==> src/rtl/core/mebc_pkg.sv <==
`default_nettype none

package mebc_pkg;

  // fixed field widths of the request and response
  localparam int OP_W  = 3;
  localparam int IDX_W = 10;
  localparam int VAL_W = 64;
  localparam int CNT_W = 10;

  // request operation codes
  typedef enum logic [OP_W-1:0] {
    OP_PUSH    = 3'd0,
    OP_PEEK    = 3'd1,
    OP_HEAD    = 3'd2,
    OP_SET     = 3'd3,
    OP_REMOVE  = 3'd4,
    OP_COMPACT = 3'd5
  } op_e;

  // controller states
  typedef enum logic [1:0] {
    ST_CLEAR,
    ST_IDLE,
    ST_COMPACT
  } state_e;

  // access to the used-mark store
  typedef struct packed {
    logic wr;
    logic wbit;
    logic rd;
  } mark_cmd_t;

  // response loaded into the result stage
  typedef struct packed {
    logic             valid;
    logic             use_rdata;
    logic             status;
    logic [CNT_W-1:0] count;
  } rsp_load_t;

endpackage

`default_nettype wire

==> src/rtl/core/mebc_mark_store.sv <==
`default_nettype none

module mebc_mark_store import mebc_pkg::*; #(
  parameter int DEPTH = 1024
) (
  input  wire logic                     clk_i,
  input  wire logic                     rst_ni,
  input  wire mark_cmd_t                cmd_i,
  input  wire logic [$clog2(DEPTH)-1:0] waddr_i,
  input  wire logic [$clog2(DEPTH)-1:0] raddr_i,
  output logic                          rdata_o,
  output logic                          clr_busy_o
);

  localparam int AW = $clog2(DEPTH);

  logic          mem [DEPTH];
  logic          rdata_q;
  logic          clr_busy_q;
  logic [AW-1:0] clr_addr_q;
  logic          we;
  logic [AW-1:0] wa;
  logic          wb;

  // clearing sweep after reset, one entry per cycle
  always_ff @(posedge clk_i or negedge rst_ni) begin
    if (!rst_ni) begin
      clr_busy_q <= 1'b1;
      clr_addr_q <= '0;
    end else if (clr_busy_q) begin
      clr_addr_q <= clr_addr_q + AW'(1);
      if (clr_addr_q == AW'(DEPTH - 1)) begin
        clr_busy_q <= 1'b0;
      end
    end
  end

  // sweep owns the write port while busy
  always_comb begin
    if (clr_busy_q) begin
      we = 1'b1;
      wa = clr_addr_q;
      wb = 1'b0;
    end else begin
      we = cmd_i.wr;
      wa = waddr_i;
      wb = cmd_i.wbit;
    end
  end

  // mark memory, registered read
  always_ff @(posedge clk_i) begin
    if (we) begin
      mem[wa] <= wb;
    end
    if (cmd_i.rd) begin
      rdata_q <= mem[raddr_i];
    end
  end

  assign rdata_o    = rdata_q;
  assign clr_busy_o = clr_busy_q;

endmodule

`default_nettype wire

==> config.mk <==
export PLATFORM = sky130hd
export DESIGN_NAME = mebc_mark_store
export DESIGN_NICKNAME = d
export VERILOG_FILES = /design/src/rtl/core/mebc_pkg.sv /design/src/rtl/core/mebc_mark_store.sv
export SDC_FILE = /design/constraint.sdc
export NUM_CORES = 1
export LEC_CHECK = 0
export BUFFER_PORTS_ARGS = -buffer_cell sky130_fd_sc_hd__buf_2
export CORE_ASPECT_RATIO = 0.5
export CORE_MARGIN = 3
export CORE_UTILIZATION = 50
export DETAILED_ROUTE_END_ITERATION = 10
export PLACE_DENSITY = 0.73
export SETUP_SLACK_MARGIN = 0.2
export SYNTH_ARGS = -nofsm -noshare
export SYNTH_HDL_FRONTEND = slang
export SYNTH_SLANG_ARGS = --single-unit
export TNS_END_PERCENT = 10
==> constraint.sdc <==
create_clock -name clk_i -period 44.4 [get_ports clk_i]
set_input_delay 6.66 -clock clk_i [delete_from_list [all_inputs] [get_ports clk_i]]
set_output_delay 6.66 -clock clk_i [all_outputs]
set_load 0.005 [all_outputs]
* Yosys cells after proc, flatten, opt, wreduce, memory -nomap -nowiden
Memories as Yosys holds them, arrays and structs flattened. A register that Yosys moved wholly into a read port is not among the register bits.
Index checks and enable logic that the tools add are counted.
** Cells by class
- Add/sub/neg operators :: 1
- Equal/unequal tests :: 1
- Mux-type cells :: 7
** Operators with widths (count)
- $add A10 B1 Y10 const B :: 1
- $eq A10 B10 Y1 const B :: 1
- $mux W10 :: 1
- $mux W1 :: 6
** Word-level totals
- Register bits after elaboration :: 11
- RAM bits :: 1024
- Input bits :: 25
- Output and inout bits :: 2
- Word-level logic and storage cells :: 12
- Memories kept :: 1
** Memories
- mem :: depth 1024, width 1, read ports 1, clocked after memory_dff 1, wr ports 1, line mebc_mark_store.sv:17 : logic mem [DEPTH];

* Depth between registers and ports, before layout
- Depth after elaboration :: 3
- Mapped depth :: 14
- Depth with buffers taken out :: 8

* Least setup slack after synthesis
OpenSTA, ideal clock, no wires.
- Path type :: input-to-reg
- Start point :: input port cmd_i[1] in the netlist's numbering
- End point :: memory mem[0], data pin
- Library setup time :: 5.174 ns
- Data arrival time :: 30.997 ns
- Required time :: 39.226 ns
- Slack :: 8.229 ns
- Stages :: 1
- Buffers on the path :: 0
- Cell sequence :: nor2b_1
** On the way
- Cells in the longest elaborated chain, start to end :: 1
** RTL lines
- start, declared :: line mebc_mark_store.sv:8 : input wire mark_cmd_t cmd_i,
- $mux W1 :: line mebc_mark_store.sv:40 : if (clr_busy_q) begin
- end, declared :: line mebc_mark_store.sv:17
Every way passes these cells.

* Final worst setup path
- Start point :: input port cmd_i[1] in the netlist's numbering
- End point :: memory mem[237], data pin
** On the way
- Cells in the longest elaborated chain, start to end :: 1
** RTL lines
- $mux W1 :: line mebc_mark_store.sv:40
- net wb :: line mebc_mark_store.sv:23 : logic wb;
The timed path passes the listed nets, and every way through them passes these cells.

==> impl_metrics.json <==
{
  "rsz0062_at_grt": "no",
  "rrSetupSlack_ns": 38.46,
  "tightest_slew_ns": 1.26,
  "coreArea_um2": 89000,
  "cts_sinks": 1036,
  "critPathMaxFanout": 129,
  "busiest_layer": "met2",
  "num_io_pins": 27,
  "numPortBuffers": 26,
  "fin_util_pct": 55.0,
  "hp-class": "flip-flop to flip-flop",
  "finalWirelength_um": 122000,
  "gp_congestion": 0.814,
  "avgSynthCellArea_um2": 14.1,
  "arrival_ns": 11.61,
  "cellPowerDensity_nw_per_um2": 40.0,
  "grt_pass1_vias": 27100,
  "synth_commonest_cells": "nor2_1, edfxtp_1, mux4_2",
  "initial_utilization_pct": 50.8,
  "row_count": 77,
  "grt_start_max_net_pins": 140,
  "max_cap_viol_count": 0,
  "stdcell_area_um2": 49000,
  "finalHoldViolations": 0,
  "globalRouteTotalUtil_pct": 25.9,
  "postCtsHoldBufs": 0,
  "synth.largest_area_cell": "edfxtp_1",
  "fp.dieH_um": 219,
  "yosysUniqueCellTypes": 66,
  "crit_type": "input port to flip-flop",
  "cts_buffers": 92,
  "synthToLayoutAreaGrowth_pct": 8.23,
  "pre_cts_ws_ns": 32.50,
  "grtUsageMet2_pct": 41.6,
  "fin_cells": 4341,
  "fin_nets": 3108,
  "min_period_ns": 11.30,
  "via_per_inst": 6.46,
  "fin_setup_tns_ns": 0,
  "vias": 28100,
  "async_flop_share_pct": 1.06,
  "diodes": 0,
  "tritoncts": "yes",
  "synth.most_common_cell": "nor2_1",
  "power_leakage_nw": 14.4,
  "startpoint_type": "input port",
  "drive_gt1_share_pct": 14.7,
  "cts_root_buffer": "clkbuf_16",
  "dieArea_um2": 94400,
  "grt_overflow": 0,
  "synth_fp_nets": 3226,
  "synth_edf_count": 1025,
  "yosysWarnings": 0,
  "run_status": "finished clean",
  "drt_first_pass_iters": 6,
  "peakVddDrop_mv": 0.0263,
  "grt_antenna_before_repair": 2,
  "yosysTopAreaCellShare_pct": 68.0,
  "timing.fmax_mhz": 88.5,
  "grt_use_met3_pct": 5.70,
  "hpwl_um": 62200,
  "synthTopCellsByArea": "edfxtp_1, mux4_2, nor2_1",
  "dp_cells": 4173,
  "finClkSkew_ns": 0.0211,
  "required_ns": 44.71,
  "drtAntennaViolNets": 0,
  "netlist_area_um2": 45200,
  "yosys_register_bits": 1036,
  "slew_viol_final": 0,
  "report.final.setup_viol": 0,
  "postSynthCellCount": 3200,
  "slew_headroom_pct": 15.7,
  "h-tree-depth": 3,
  "cts_resized": 0,
  "finalCritPeriodShare_pct": 25.5,
  "drt-initial-drc-count": 5086,
  "drc": 0,
  "dpl_cell_area_um2": 46100,
  "ys_seq_area_share_pct": 68.6,
  "clk_pin_slew_ns": 0.06,
  "cp-end-kind": "flip-flop",
  "max-clock-path-buffers": 3,
  "drt-wirelength-per-cell_um": 28.1,
  "grtUsageMet1_pct": 35.2,
  "synth_flop_cell": "edfxtp_1",
  "grt_first_pass_wirelength_um": 178000,
  "cts_setup_buffers": 0,
  "clk-insertion-delay-late_ns": 0.66,
  "setup_slack_ns": 33.10,
  "dieWidth_um": 431
}
==> per-layer routing <==
metal | wire, um | share of wire (%)
met3 | 15700 | 13
met1 | 44000 | 36
met2 | 57500 | 47
met5 | 13 | 0.011
met4 | 4720 | 3.9
==> final timing paths <==
| kind | from | endpoint | cells past startpoint |
|---|---|---|---|
| max | cmd_i[1] | mem[237]$_DFFE_PP_ | 6 |
| min in group asynchronous | rst_ni | clr_addr_q[1]$_DFFE_PN0P_ | 1 |
| max reg2reg | clr_busy_o$_DFF_PN1_ | mem[237]$_DFFE_PP_ | 5 |
| min | clr_addr_q[7]$_DFFE_PN0P_ | clr_addr_q[7]$_DFFE_PN0P_ | 1 |
| min reg2reg | clr_addr_q[7]$_DFFE_PN0P_ | clr_addr_q[7]$_DFFE_PN0P_ | 1 |
| max in group asynchronous | rst_ni | clr_busy_o$_DFF_PN1_ | 1 |
==> cell type report <==
| class | instances | area [um^2] |
|---|---|---|
| clock buffers | 114 | 2450 |
| clock inverters | 54 | 425 |
| fillers | 6948 | 40000 |
| inverters | 14 | 52.6 |
| multi-input cells | 1853 | 12900 |
| flip-flops and latches | 1036 | 31100 |
| well taps | 1185 | 1480 |
| repair buffers | 85 | 606 |
==> where the power goes <==
group	total [W]	internal, W	leakage, nW	switching [W]
registers	0.00108	0.00107	9.36	0.000000227
logic	0.000103	0.0000321	3.69	0.0000711
clock network	0.000782	0.000431	1.40	0.000350
==> state kept, by name, indices dropped and copies added, names as in the netlist <==
signal and cells:
clr_busy_o 1, mem 1024, rdata_o 1, clr_addr_q 10
==> critical path, stage by stage <==
cell and delay [ns]:
buf_2 0.07, nor2b_4 0.92, buf_4 0.92, buf_4 1.03, buf_4 0.91, buf_4 0.87
==> cell families after synthesis <==
kind of cell,count (synthesis),share of synthesized area (%)
buffers and inverters,311,3.23
DFF,1036,68.6
AOI/OAI and AO/OA,220,3.49
and+or+nand+nor,1298,11.3
xor gates and xnor gates,9,0.174
adders and majority gates,1,0.0276
muxes,325,13.1
==> layout by cell type, fill, tap and decap left out, types with 10 or more instances in the layout <==
cell type | synthesis | routed
inv_1 | 11 | 11
mux2i_1 | 105 | 105
mux4_2 | 214 | 214
clkinv_2 | 0 | 13
o21ai_0 | 15 | 15
a22o_1 | 10 | 10
a22oi_1 | 39 | 39
a21oi_1 | 38 | 38
nand2b_1 | 13 | 12
a31oi_1 | 10 | 10
nor2b_1 | 14 | 12
o22ai_1 | 18 | 18
clkbuf_16 | 0 | 95
nand2_1 | 106 | 86
nand2_2 | 0 | 19
nand3_1 | 26 | 17
nor3_1 | 31 | 31
dfrtp_1 | 10 | 10
o221ai_1 | 28 | 28
clkinv_1 | 3 | 31
clkbuf_1 | 194 | 19
nor2_1 | 1068 | 1068
buf_2 | 31 | 24
a221oi_1 | 10 | 10
nand4_1 | 10 | 10
buf_4 | 8 | 58
edfxtp_1 | 1025 | 1025
a211oi_1 | 10 | 10
==> per-stage QoR <==
stage / total power (W) / hold slack, ns
floorplan: 0.00119 / 0.477
global placement: 0.00120 / 0.509
detailed placement: 0.00120 / 0.513
CTS: 0.00196 / 0.526
global route: 0.00201 / 0.569
finish: 0.00196 / 0.543
(Power assumes the default switching activity.)
