<file path="config.mk">
export PLATFORM = sky130hd
export DESIGN_NAME = mebc_result_flat
export DESIGN_NICKNAME = d
export VERILOG_FILES = /design/src/rtl/core/mebc_pkg.sv /design/src/rtl/core/mebc_if.sv /design/src/rtl/core/mebc_result.sv /design/src/flat_wrapper.sv
export SDC_FILE = /design/constraint.sdc
export NUM_CORES = 1
export LEC_CHECK = 0
export ABC_AREA = 1
export BUFFER_PORTS_ARGS = -buffer_cell sky130_fd_sc_hd__buf_2
export CAP_MARGIN = 40
export CORE_AREA = 2 2 109 85
export CTS_CLUSTER_SIZE = 30
export DETAILED_ROUTE_END_ITERATION = 7
export DIE_AREA = 0 0 111 87
export PLACE_DENSITY = 0.68
export SYNTH_ARGS = -nofsm -noshare
export SYNTH_HDL_FRONTEND = slang
export SYNTH_SLANG_ARGS = --single-unit
</file>
<file path="constraint.sdc">
create_clock -name clk_i -period 5.65 [get_ports clk_i]
set_input_delay 0.2825 -clock clk_i [delete_from_list [all_inputs] [get_ports clk_i]]
set_output_delay 0.2825 -clock clk_i [all_outputs]
set_load 0.05 [all_outputs]
</file>
<file path="src/rtl/core/mebc_pkg.sv">
`default_nettype none

package mebc_pkg;

  // fixed field widths of the request and response
  localparam int OP_W  = 3;
  localparam int IDX_W = 10;
  localparam int VAL_W = 64;
  localparam int CNT_W = 10;

  // request operation codes
  typedef enum logic [OP_W-1:0] {
    OP_PUSH    = 3'd0,
    OP_PEEK    = 3'd1,
    OP_HEAD    = 3'd2,
    OP_SET     = 3'd3,
    OP_REMOVE  = 3'd4,
    OP_COMPACT = 3'd5
  } op_e;

  // controller states
  typedef enum logic [1:0] {
    ST_CLEAR,
    ST_IDLE,
    ST_COMPACT
  } state_e;

  // access to the used-mark store
  typedef struct packed {
    logic wr;
    logic wbit;
    logic rd;
  } mark_cmd_t;

  // response loaded into the result stage
  typedef struct packed {
    logic             valid;
    logic             use_rdata;
    logic             status;
    logic [CNT_W-1:0] count;
  } rsp_load_t;

endpackage

`default_nettype wire

</file>
<file path="src/rtl/core/mebc_if.sv">
`default_nettype none


// response channel
interface mebc_rsp_if import mebc_pkg::*; ();
  logic             valid;
  logic             ready;
  logic [VAL_W-1:0] read_value;
  logic [CNT_W-1:0] entry_count;
  logic             status;

  modport source (output valid, read_value, entry_count, status, input ready);
  modport sink   (input valid, read_value, entry_count, status, output ready);
endinterface

`default_nettype wire

</file>
<file path="src/rtl/core/mebc_result.sv">
`default_nettype none

module mebc_result import mebc_pkg::*; (
  input  wire logic             clk_i,
  input  wire logic             rst_ni,
  input  wire rsp_load_t        load_i,
  input  wire logic [VAL_W-1:0] rdata_i,
  output logic                  pend_busy_o,
  output logic                  pend_free_o,
  mebc_rsp_if.source            rsp_o
);

  logic             pend_q;
  rsp_load_t        pend_info_q;
  logic             out_valid_q;
  logic [VAL_W-1:0] out_value_q;
  logic [CNT_W-1:0] out_count_q;
  logic             out_status_q;
  logic             can_move;

  assign can_move    = !out_valid_q || rsp_o.ready;
  assign pend_busy_o = pend_q;
  assign pend_free_o = !pend_q || can_move;

  // pending slot waits for the memory read data
  always_ff @(posedge clk_i or negedge rst_ni) begin
    if (!rst_ni) begin
      pend_q      <= 1'b0;
      out_valid_q <= 1'b0;
    end else begin
      if (load_i.valid) begin
        pend_q <= 1'b1;
      end else if (can_move) begin
        pend_q <= 1'b0;
      end
      if (pend_q && can_move) begin
        out_valid_q <= 1'b1;
      end else if (rsp_o.ready) begin
        out_valid_q <= 1'b0;
      end
    end
  end

  // payload of pending slot and output register
  always_ff @(posedge clk_i) begin
    if (load_i.valid) begin
      pend_info_q <= load_i;
    end
    if (pend_q && can_move) begin
      out_value_q  <= pend_info_q.use_rdata ? rdata_i : '0;
      out_count_q  <= pend_info_q.count;
      out_status_q <= pend_info_q.status;
    end
  end

  assign rsp_o.valid       = out_valid_q;
  assign rsp_o.read_value  = out_value_q;
  assign rsp_o.entry_count = out_count_q;
  assign rsp_o.status      = out_status_q;

endmodule

`default_nettype wire

</file>
<file path="src/flat_wrapper.sv">
// flat-port wrapper written by rule: the top's interface ports become plain ports
module mebc_result_flat import mebc_pkg::*;
  (clk_i, rst_ni, load_i, rdata_i, pend_busy_o, pend_free_o, rsp_o_valid, rsp_o_read_value, rsp_o_entry_count, rsp_o_status, rsp_o_ready);
  mebc_rsp_if rsp_o_i ();
  input  wire logic clk_i;
  input  wire logic rst_ni;
  input  wire rsp_load_t load_i;
  input  wire logic [VAL_W-1:0] rdata_i;
  output logic pend_busy_o;
  output logic pend_free_o;
  output wire logic [$bits(rsp_o_i.valid)-1:0] rsp_o_valid;
  output wire logic [$bits(rsp_o_i.read_value)-1:0] rsp_o_read_value;
  output wire logic [$bits(rsp_o_i.entry_count)-1:0] rsp_o_entry_count;
  output wire logic [$bits(rsp_o_i.status)-1:0] rsp_o_status;
  input wire logic [$bits(rsp_o_i.ready)-1:0] rsp_o_ready;
  assign rsp_o_valid = rsp_o_i.valid;
  assign rsp_o_read_value = rsp_o_i.read_value;
  assign rsp_o_entry_count = rsp_o_i.entry_count;
  assign rsp_o_status = rsp_o_i.status;
  assign rsp_o_i.ready = rsp_o_ready;
  mebc_result u_core (.clk_i(clk_i), .rst_ni(rst_ni), .load_i(load_i), .rdata_i(rdata_i), .pend_busy_o(pend_busy_o), .pend_free_o(pend_free_o), .rsp_o(rsp_o_i));
endmodule
</file>
---- After elaboration in Yosys (flattened, before gate mapping) ----
Cells that the tools add are included.
Widths: inputs -> output; s select.
word-level totals
  input bits .............................. 80
  logic and storage cells ................. 19
  output and inout port bits .............. 78
  flip-flop bits (word level) ............. 89
cells by class
  muxes and demuxes ....................... 4
  reductions and logical operators ........ 7
operators with widths
  operator           number
  $mux 1             4
  $reduce_bool 2->1  2
  $logic_not 1->1    2
  $logic_or 1x1->1   2
  $logic_and 1x1->1  1

---- Depth between registers and ports, before layout ----
Gate-level depths: netlist of the first run.
  depth after elaboration ................. 4
  gate-level depth with buffers ........... 4
  mapped depth without buffers ............ 3

---- Worst setup path after synthesis of the first run ----
OpenSTA, ideal clock, no wires.
  path kind ............................... register to register
  start point ............................. reg u_core.pend_q, in the netlist u_core.pend_busy_o
  end point ............................... reg u_core.out_count_q[0], in the netlist u_core.rsp_o.entry_count[0], enable pin
  stages on the path, launching flop included .. 3
  slack ................................... 0.721 ns
  arrival ................................. 4.396 ns
  path buffers ............................ 0
  required time ........................... 5.117 ns
  library setup time ...................... 0.533 ns
  clock period less this slack ............ 4.929 ns
  cells stage by stage .................... dfrtp_1 -> inv_1 -> a21oi_1
on the way
  longest elaborated chain between the ends .. 1
ends and longest elaborated chain
  element                   RTL line           RTL
  start: declaration        mebc_result.sv:13  logic pend_q;
  start signal: assignment  mebc_result.sv:28  pend_q <= 1'b0;
  start signal: assignment  mebc_result.sv:32  pend_q <= 1'b1;
  start signal: assignment  mebc_result.sv:34  pend_q <= 1'b0;
  $logic_and 1x1->1         mebc_result.sv:49  if (pend_q && can_move) begin
  end signal: assignment    mebc_result.sv:51  out_count_q <= pend_info_q.count;
  end: declaration          mebc_result.sv:17  logic [CNT_W-1:0] out_count_q;
No other way between the ends.
A chain may end at the register's enable or synchronous reset.

---- Worst setup path after layout of the first run ----
  start point ............................. reg u_core.out_valid_q, in the netlist u_core.rsp_o.valid
  end point ............................... reg u_core.out_value_q[45], in the netlist u_core.rsp_o.read_value[45], enable pin
on the way
  longest elaborated chain between the ends .. 3
ends and longest elaborated chain
  element                   RTL line           RTL
  start: declaration        mebc_result.sv:15  logic out_valid_q;
  start signal: assignment  mebc_result.sv:29  out_valid_q <= 1'b0;
  start signal: assignment  mebc_result.sv:37  out_valid_q <= 1'b1;
  start signal: assignment  mebc_result.sv:39  out_valid_q <= 1'b0;
  $logic_not 1->1           mebc_result.sv:21  assign can_move = !out_valid_q || rsp_o.ready;
  $logic_or 1x1->1          mebc_result.sv:21
  $logic_and 1x1->1         mebc_result.sv:49
  end signal: assignment    mebc_result.sv:50  out_value_q <= pend_info_q.use_rdata ? rdata_i : '0;
  end: declaration          mebc_result.sv:16  logic [VAL_W-1:0] out_value_q;
No other way between the ends.

==> results of run 1 <==
==> cells in the mapped netlist <==
library cell	count	area, µm²
nand2_1	67	251
dfrtp_1	2	50.1
edfxtp_1	87	2610
inv_1	67	251
a21oi_1	1	5.00
nand3_1	1	5.00
buf_6	7	78.8
==> timing repair <==
item	4_1_cts	5_1_grt
resized for setup	0	0
hold endpoints to repair	2	0
setup buffers	0	0
hold buffers	1	0
==> sequential cells by signal, summed over array words and instances (netlist names) <==
name	flops
u_core.pend_busy_o	1
u_core.pend_info_q	12
u_core.rsp_o.entry_count	10
u_core.rsp_o.read_value	64
u_core.rsp_o.status	1
u_core.rsp_o.valid	1
==> area by class of cell <==
| cell class | count | area share, % |
|---|---|---|
| Inverter | 67 | 5.64 |
| Clock buffer | 9 | 5.05 |
| Multi-Input combinational cell | 69 | 6.12 |
| Sequential cell | 89 | 59.7 |
| Tap cell | 112 | 3.14 |
| Timing Repair Buffer | 161 | 18.6 |
| Clock inverter | 7 | 1.71 |
==> final timing paths <==
kind / endpoint / from / cells past startpoint
setup / recovery: u_core.rsp_o.read_value[45]$_SDFFCE_PN0P_ / u_core.rsp_o.valid$_DFFE_PN0P_ / 3
hold / removal: u_core.pend_info_q[0]$_DFFE_PP_ / load_i[0] / 1
max in group asynchronous: u_core.pend_busy_o$_DFFE_PN0P_ / rst_ni / 2
min in group asynchronous: u_core.rsp_o.valid$_DFFE_PN0P_ / rst_ni / 2
hold reg to reg: u_core.rsp_o.entry_count[8]$_DFFE_PP_ / u_core.pend_info_q[8]$_DFFE_PP_ / 0
setup reg to reg: u_core.rsp_o.read_value[45]$_SDFFCE_PN0P_ / u_core.rsp_o.valid$_DFFE_PN0P_ / 3
==> per-stage QoR <==
step                std cells  area (µm²)  power (mW)
finish                    514        4460        1.69
global route              514        4460        1.76
CTS                       513        4440        1.72
detailed placement        496        4130        1.12
global placement          496        4130        1.11
floorplan                 232        3250        1.04
==> cells by family after synthesis <==
group | after synthesis | share of synthesized area (%)
buffers and inverters | 74 | 10.2
flip-flops | 89 | 81.8
AND/OR/NAND/NOR | 68 | 7.88
AO/OA/AOI/OAI | 1 | 0.154
==> critical path: stages, from the launching register on <==
cell     delay (ns)
dfrtp_1        0.44
a21oi_4        0.21
buf_12         0.21
buf_4          0.52
==> report_power, final <==
group	leakage, nW	switching [mW]	internal [mW]	total, mW
clock	0.142	0.242	0.345	0.588
combinational	1.32	0.232	0.0641	0.297
sequential	0.878	0.0147	0.793	0.807
total	2.35	0.490	1.20	1.69
==> layout by cell type (no fill, tap or decap) <==
cell type and count:
buf_2 157, edfxtp_1 87, inv_1 67, nand2_1 67, clkbuf_16 9, clkinvlp_4 2, inv_6 2, buf_4 2
dfrtp_1 2, a21oi_4 1, nand3_1 1, bufinv_16 1, clkinv_4 1, clkinv_2 1, dlygate4sd3_1 1, buf_12 1
==> layer usage <==
| layer | GRT usage [%] | wire length, µm | up-vias |
|---|---|---|---|
| li1 | - | - | 1047 |
| met1 | 16.9 | 2780 | 972 |
| met4 | 4.89 | 88 | 0 |
| met3 | 5.15 | 597 | 10 |
| met2 | 19.9 | 2850 | 101 |
| met5 | 0 | 0 | - |
==> reports/results.txt, run 1 <==
In the final layout, flip-flops and latches occupy 2660 µm². For the total setup violations reported at the end of the flow, the log shows 0. The number of global-route vias before repair was 2016; the clock-pin slew on the worst setup and hold paths was 0.07 ns. Category of the worst setup path launch point: a flop. Setup repair after global routing left no endpoint under its margin. For the first-pass iteration count of the detailed router, the log shows 4. The floorplan has 30 rows.

In the routed design, unresolved DRC markers number 0. The worst setup path is of the flop to flop kind. The tools report the root buffer cell as clkbuf_16.

Averaged over all synthesized cells, the footprint is 14.0 µm². The highest net fanout along the worst path is 47. The type of element capturing the critical path is a flop.

The tools report the number of buffers created by CTS as 9. Max-cap violations in this run came to 0. The initial DRC count was 91; the total power density per cell area was 379 nW/µm². For the worst setup path, the data required time is 5.61 ns. The synthesized netlist contains 7 unique library cells. Headroom to the max-slew limit came out at 59.0%. The area occupied by multi-input gates is 273 µm², and the width of the chip is 111 µm. The run gives 0 as the final antenna diode count. For the routability-driven placement congestion ratio, the log shows 0.810. Across every metal layer, demand over resource in global routing totals 13.0%. The max-slew violation count is 0, and the clock latency on the worst-skew pair is 0.33 ns.

The final layout contains routed wiring with a total length of 6.32 mm. Entering global routing, the biggest net connects 65 pins. The detail-routed via count per cell was 4.14. Static timing analysis puts the maximum clock frequency at 557 MHz. In this run the cell area of the synthesized design comes to 3250 µm².

The setup slack after placement was 3.38 ns. The run finished with clean final reports. Fill cells in the final layout number 737. Cells fill 51.4% of the core in the end.

Setup slack on the critical path of the routed design comes to 3.85 ns. The run gives 4.38 mm as the post-detailed-placement half-perimeter wirelength. The count of buffers added on input and output ports is 157. The accumulated negative setup slack was 0 ns; the leakage power was 2.35 nW.

The number of nets handed over by synthesis was 312. The number of H-tree levels is 3, and the area growth from synthesis to layout is 37.0%. TritonCTS built the clock tree. The net count reported at finish is 477, and the number of antenna violations at the first check in global routing is 0.

The worst-case hold slack is 0.127 ns, and the number of nets still failing antenna checks after routing is 0. For this run the aggregate overflow at the end of global routing stands at 0. 158 I/O pins were placed.

At the pin with the least slew margin, the transition time is 0.616 ns. Across the VDD grid, the largest voltage drop is 0.198 mV. For the final database, setup skew stands at 0.00565 ns.

For flop-to-flop paths, the worst setup slack is 3.85 ns. The time the worst path needs with I/O delays and setup works out to 1.80 ns. The part of the cycle the worst path needs was 31.8%; the die height was 87 µm. The count of mapped cells out of synthesis is 232, and the total of flip-flops plus latches after synthesis is 89. The number of synthesis warnings was 0. The total area inside the core boundary comes to 8670 µm². The hold violation total from the final report is 0, and the sequential cell area fraction in the yosys report is 81.8%. For the floorplan die area, the log shows 9660 µm². The worst hold-check path type is input pin to flop. Detailed routing inserted a total of 2130 vias.

In this run the deepest clock path goes through 2 buffers. The share of cells above drive strength 1 was 44.0%. The TritonCTS sink count was 89.

The critical path data arrival time was 1.76 ns; the starting density of the core was 37.5%. Dividing the detail-routed wire length by the instance count gives 12.3 µm. The first global-routing pass estimated 9.62 mm of wire.
Note: power is estimated with default switching activity, not from simulation.
==> run 2, diff against run 1 <==
- clock period: 5.65 -> 1.7 ns (I/O delays scaled with it)
==> run 2 against run 1 <==
  * Die area is the same
  * Clock power increased to 3.3 times the previous value
  * Global-route usage rose by 0.31 points
  * First-iteration DRC count down 5.5%
  * Sequential power rose to 3.3 times the previous value
  * Critical path type unchanged
  * Critical endpoint is now u_core.rsp_o.entry_count[3]$_DFFE_PP_
==> reports/results.txt, run 2 (synthesis results as in run 1) <==
The clock latency on the worst-skew pair is 0.32 ns (was 0.33 ns), and the area of the placeable core is 8670 µm² (unchanged). The number of gates on the worst path with buffers counted was 2 (was 3). The register area is 2670 µm² (was 2660 µm²).

The tools report the critical register-to-register path startpoint as u_core.rsp_o.valid$_DFFE_PN0P_ (unchanged). The kind of cell with the highest combined delay on the critical path was flip-flops (was buffers and inverters). The peak per-stage delay on the critical path is 0.44 ns (was 0.52 ns), and the number of nets still failing antenna checks after routing is 0 (unchanged).

The number of H-tree levels was 3 (unchanged). The tools report the data required time at the worst endpoint as 1.68 ns (was 5.61 ns). The tools report the number of ports placed on the die boundary as 158 (unchanged). The count of input and output buffers came out at 157 (unchanged).

The total wire length after detailed routing is 6.50 mm (was 6.32 mm), and the clock share of power is 34.2% (was 34.8%). Initial DRC count: 86 (was 91). Setup slack after placement: 0.377 ns (was 3.38 ns). The fmax came out at 736 MHz (was 557 MHz). The total number of placement rows is 30 (unchanged), and the total congestion overflow after global routing is 0 (unchanged).

The area of placed instances was 4150 µm² (was 4130 µm²); the part of the power in combinational logic was 18.0% (was 17.5%). The highest net fanout along the worst path was 75 (was 47). The accumulated negative setup slack was 0 ns (unchanged); the buffer count from post-CTS setup fixing was 0 (unchanged).

The logs give 5.64% (was 5.15%) for the global-route track usage on met3 and 0.0130 ns (was 0.127 ns) for the worst-case hold slack. The leakage power is 2.41 nW (was 2.35 nW), and the total non-filler cell area in the finished layout is 4610 µm² (was 4460 µm²). Part of the cycle the worst path needs: 79.9% (was 31.8%). The worst-path cell with the longest stage delay is dfrtp_2 (was buf_4). Category of the worst setup path launch point: a flop (unchanged).

The tools report the worst setup path startpoint as u_core.rsp_o.valid$_DFFE_PN0P_ (unchanged). For the post-layout total power, the log shows 5.62 mW (was 1.69 mW). The tools report the number of buffers created by CTS as 9 (unchanged). The max-slew violation count came out at 0 (unchanged). The path type of the worst setup path was flop to flop (unchanged).

The largest buffer count on any clock path was 2 (unchanged); the via count was 2179 (was 2130). The wire length per cell was 12.3 µm (about the same). The TritonCTS sink count was 89 (unchanged); the relative max-transition margin was 69.2% (was 59.0%). The total power density per cell area came out at 1220 nW/µm² (was 379 nW/µm²). The tools report the peak supply drop as 0.729 mV (was 0.198 mV). Number of antenna violations at the first check in global routing: 0 (unchanged). The worst hold path depth is 3 (was 1), and the area growth from synthesis to layout is 41.8% (was 37.0%).

The worst hold-check path type is input pin to flop (unchanged). The tools report the end of the critical path as u_core.rsp_o.entry_count[3]$_DFFE_PP_ (was u_core.rsp_o.read_value[45]$_SDFFCE_PN0P_). The run gives 0 (unchanged) as the hold violation total from the final report. The number of cells traversed by the worst register-to-register path was 2 (was 3). The total setup violations reported at the end of the flow was 0 (unchanged); the cell-internal power was 4.05 mW (was 1.20 mW). For the final antenna diode count, the log shows 0 (unchanged).

The time the worst path needs with I/O delays and setup was 1.36 ns (was 1.80 ns); the die height was 87 µm (unchanged). The tools report the starting density of the core as 37.5% (unchanged). TritonCTS built the clock tree. Floorplan die area: 9660 µm² (unchanged).

The net switching fraction of the power is 27.9% (was 28.9%), and the area occupied by multi-input gates is 273 µm² (unchanged). The tools report the type of element capturing the critical path as a flop (unchanged). The net count reported at finish came out at 493 (was 477). The detail-routed via count per cell came out at 4.11 (was 4.14). Most frequent cells in the layout: buf_2 (157), edfxtp_1 (87), nand2_1 (67) (was buf_2 (157), edfxtp_1 (87), inv_1 (67), nand2_1 (67), clkbuf_16 (9)). The run finished with clean final reports.

The root buffer cell is clkbuf_16 (unchanged). The part of the total power dissipated in sequential elements is 47.8% (was 47.7%). The global-route usage over all layers was 13.3% (was 13.0%); the number of flip-flops under the largest register name was 64 (unchanged). Most used routing layer in global routing: met2 (unchanged).

The number of fill cells is 778 (was 737), and the clock-pin slew on the worst setup and hold paths is 0.06 ns (was 0.07 ns). The logs give 20.7% (was 19.9%) for the routing usage on met2 and 0.342 ns (was 3.85 ns) for the least setup slack across all paths after layout. Endpoint of the lowest-slack register-to-register path: u_core.rsp_o.entry_count[3]$_DFFE_PP_ (was u_core.rsp_o.read_value[45]$_SDFFCE_PN0P_). The run gives 9.83 mm (was 9.62 mm) as the first-pass GRT wire length.

The transition time at the pin with the least slew margin is 0.462 ns (was 0.616 ns), and the post-layout instance count excluding filler cells is 530 (was 514). The buffer and inverter count on the worst path came out at 1 (was 2). For the power dissipated by switching net loads, the log shows 1.57 mW (was 490 µW). The width of the chip came out at 111 µm (unchanged). The post-detailed-placement half-perimeter wirelength was 4.45 mm (was 4.38 mm); the utilization after layout was 53.2% (was 51.4%). The routability-driven placement congestion ratio was 0.763 (was 0.810); the first-pass iteration count of the detailed router was 6 (was 4).

The critical path data arrival time came out at 1.34 ns (was 1.76 ns). The total placed cells including tap cells was 497 (was 496); the number of global-route vias before repair was 2102 (was 2016). Cell-by-cell trace of the critical path: a21oi_4 -> buf_12 (was a21oi_4 -> buf_12 -> buf_4).

Setup repair after global routing left no endpoint under its margin. For the global routing usage on met1, the log shows 16.5% (was 16.9%). The DRC violation count after routing was 0 (unchanged).

Commonest non-fill, non-tap cell in the layout: buf_2 (unchanged). The count of max-cap constraint violations is 0 (unchanged), and the largest net degree at the start of global routing is 76 (was 65). The share of cells above drive strength 1 was 42.3% (was 44.0%). The worst-case clock skew was 0.00468 ns (was 0.00565 ns); the post-cts gate resize count was 0 (unchanged). For the internal reg-to-reg setup slack, the log shows 0.34 ns (was 3.85 ns).
[run 2: cell count changes in the layout (fill, tap and decap cells not counted), sizes merged]
cell and change:
clkinv -1, inv -2, dlygate4sd3 +16, clkinvlp -1, clkbuf +4
[run 2: worst reg2reg max path, delay by kind of cell, from the launching register on]
kind            cells  cell delay, ns
compound gates      1            0.16
buf+inv             1            0.34
flops               1            0.44
[run 2: worst min path at each step]
stage / from / slack [ns] / to
final: rdata_i[22] / 0.01 / u_core.rsp_o.read_value[22]$_SDFFCE_PN0P_
after global routing: rdata_i[55] / 0.009 / u_core.rsp_o.read_value[55]$_SDFFCE_PN0P_
after CTS: rdata_i[6] / 0.001 / u_core.rsp_o.read_value[6]$_SDFFCE_PN0P_
after detailed placement: rst_ni / -0.13 / u_core.rsp_o.valid$_DFFE_PN0P_
after global placement: rst_ni / -0.13 / u_core.pend_busy_o$_DFFE_PN0P_
after floorplan: rst_ni / -0.21 / u_core.pend_busy_o$_DFFE_PN0P_
[run 2: what timing repair did]
item	4_1_cts	5_1_grt
endpoints found under the setup margin	0	0
hold endpoints to repair	18	0
hold buffers	17	0
[run 2: power groups by stage]
stage                     registers, mW  clock network [mW]  logic [mW]
after floorplan                    3.27                   0       0.177
after global placement             2.72                   0       0.982
after detailed placement           2.73                   0       0.992
after CTS                          2.69                1.98        1.02
after global routing               2.70                2.07        1.07
final                              2.68                1.92        1.01
[run 2: layout make-up]
| cell class | count | area share (%) |
|---|---|---|
| clock buffers | 13 | 5.42 |
| multi-input cells | 69 | 5.91 |
| inverters | 67 | 5.45 |
| flip-flops and latches | 89 | 57.8 |
| repair buffers | 177 | 21.5 |
| clock inverters | 3 | 0.922 |
| well taps | 112 | 3.04 |
[run 2: metal layers]
| metal | wire length (µm) | part of all wire, % |
|---|---|---|
| met3 | 682 | 10 |
| met4 | 116 | 1.8 |
| met1 | 2800 | 43 |
| met2 | 2900 | 45 |
| met5 | 0 | 0 |
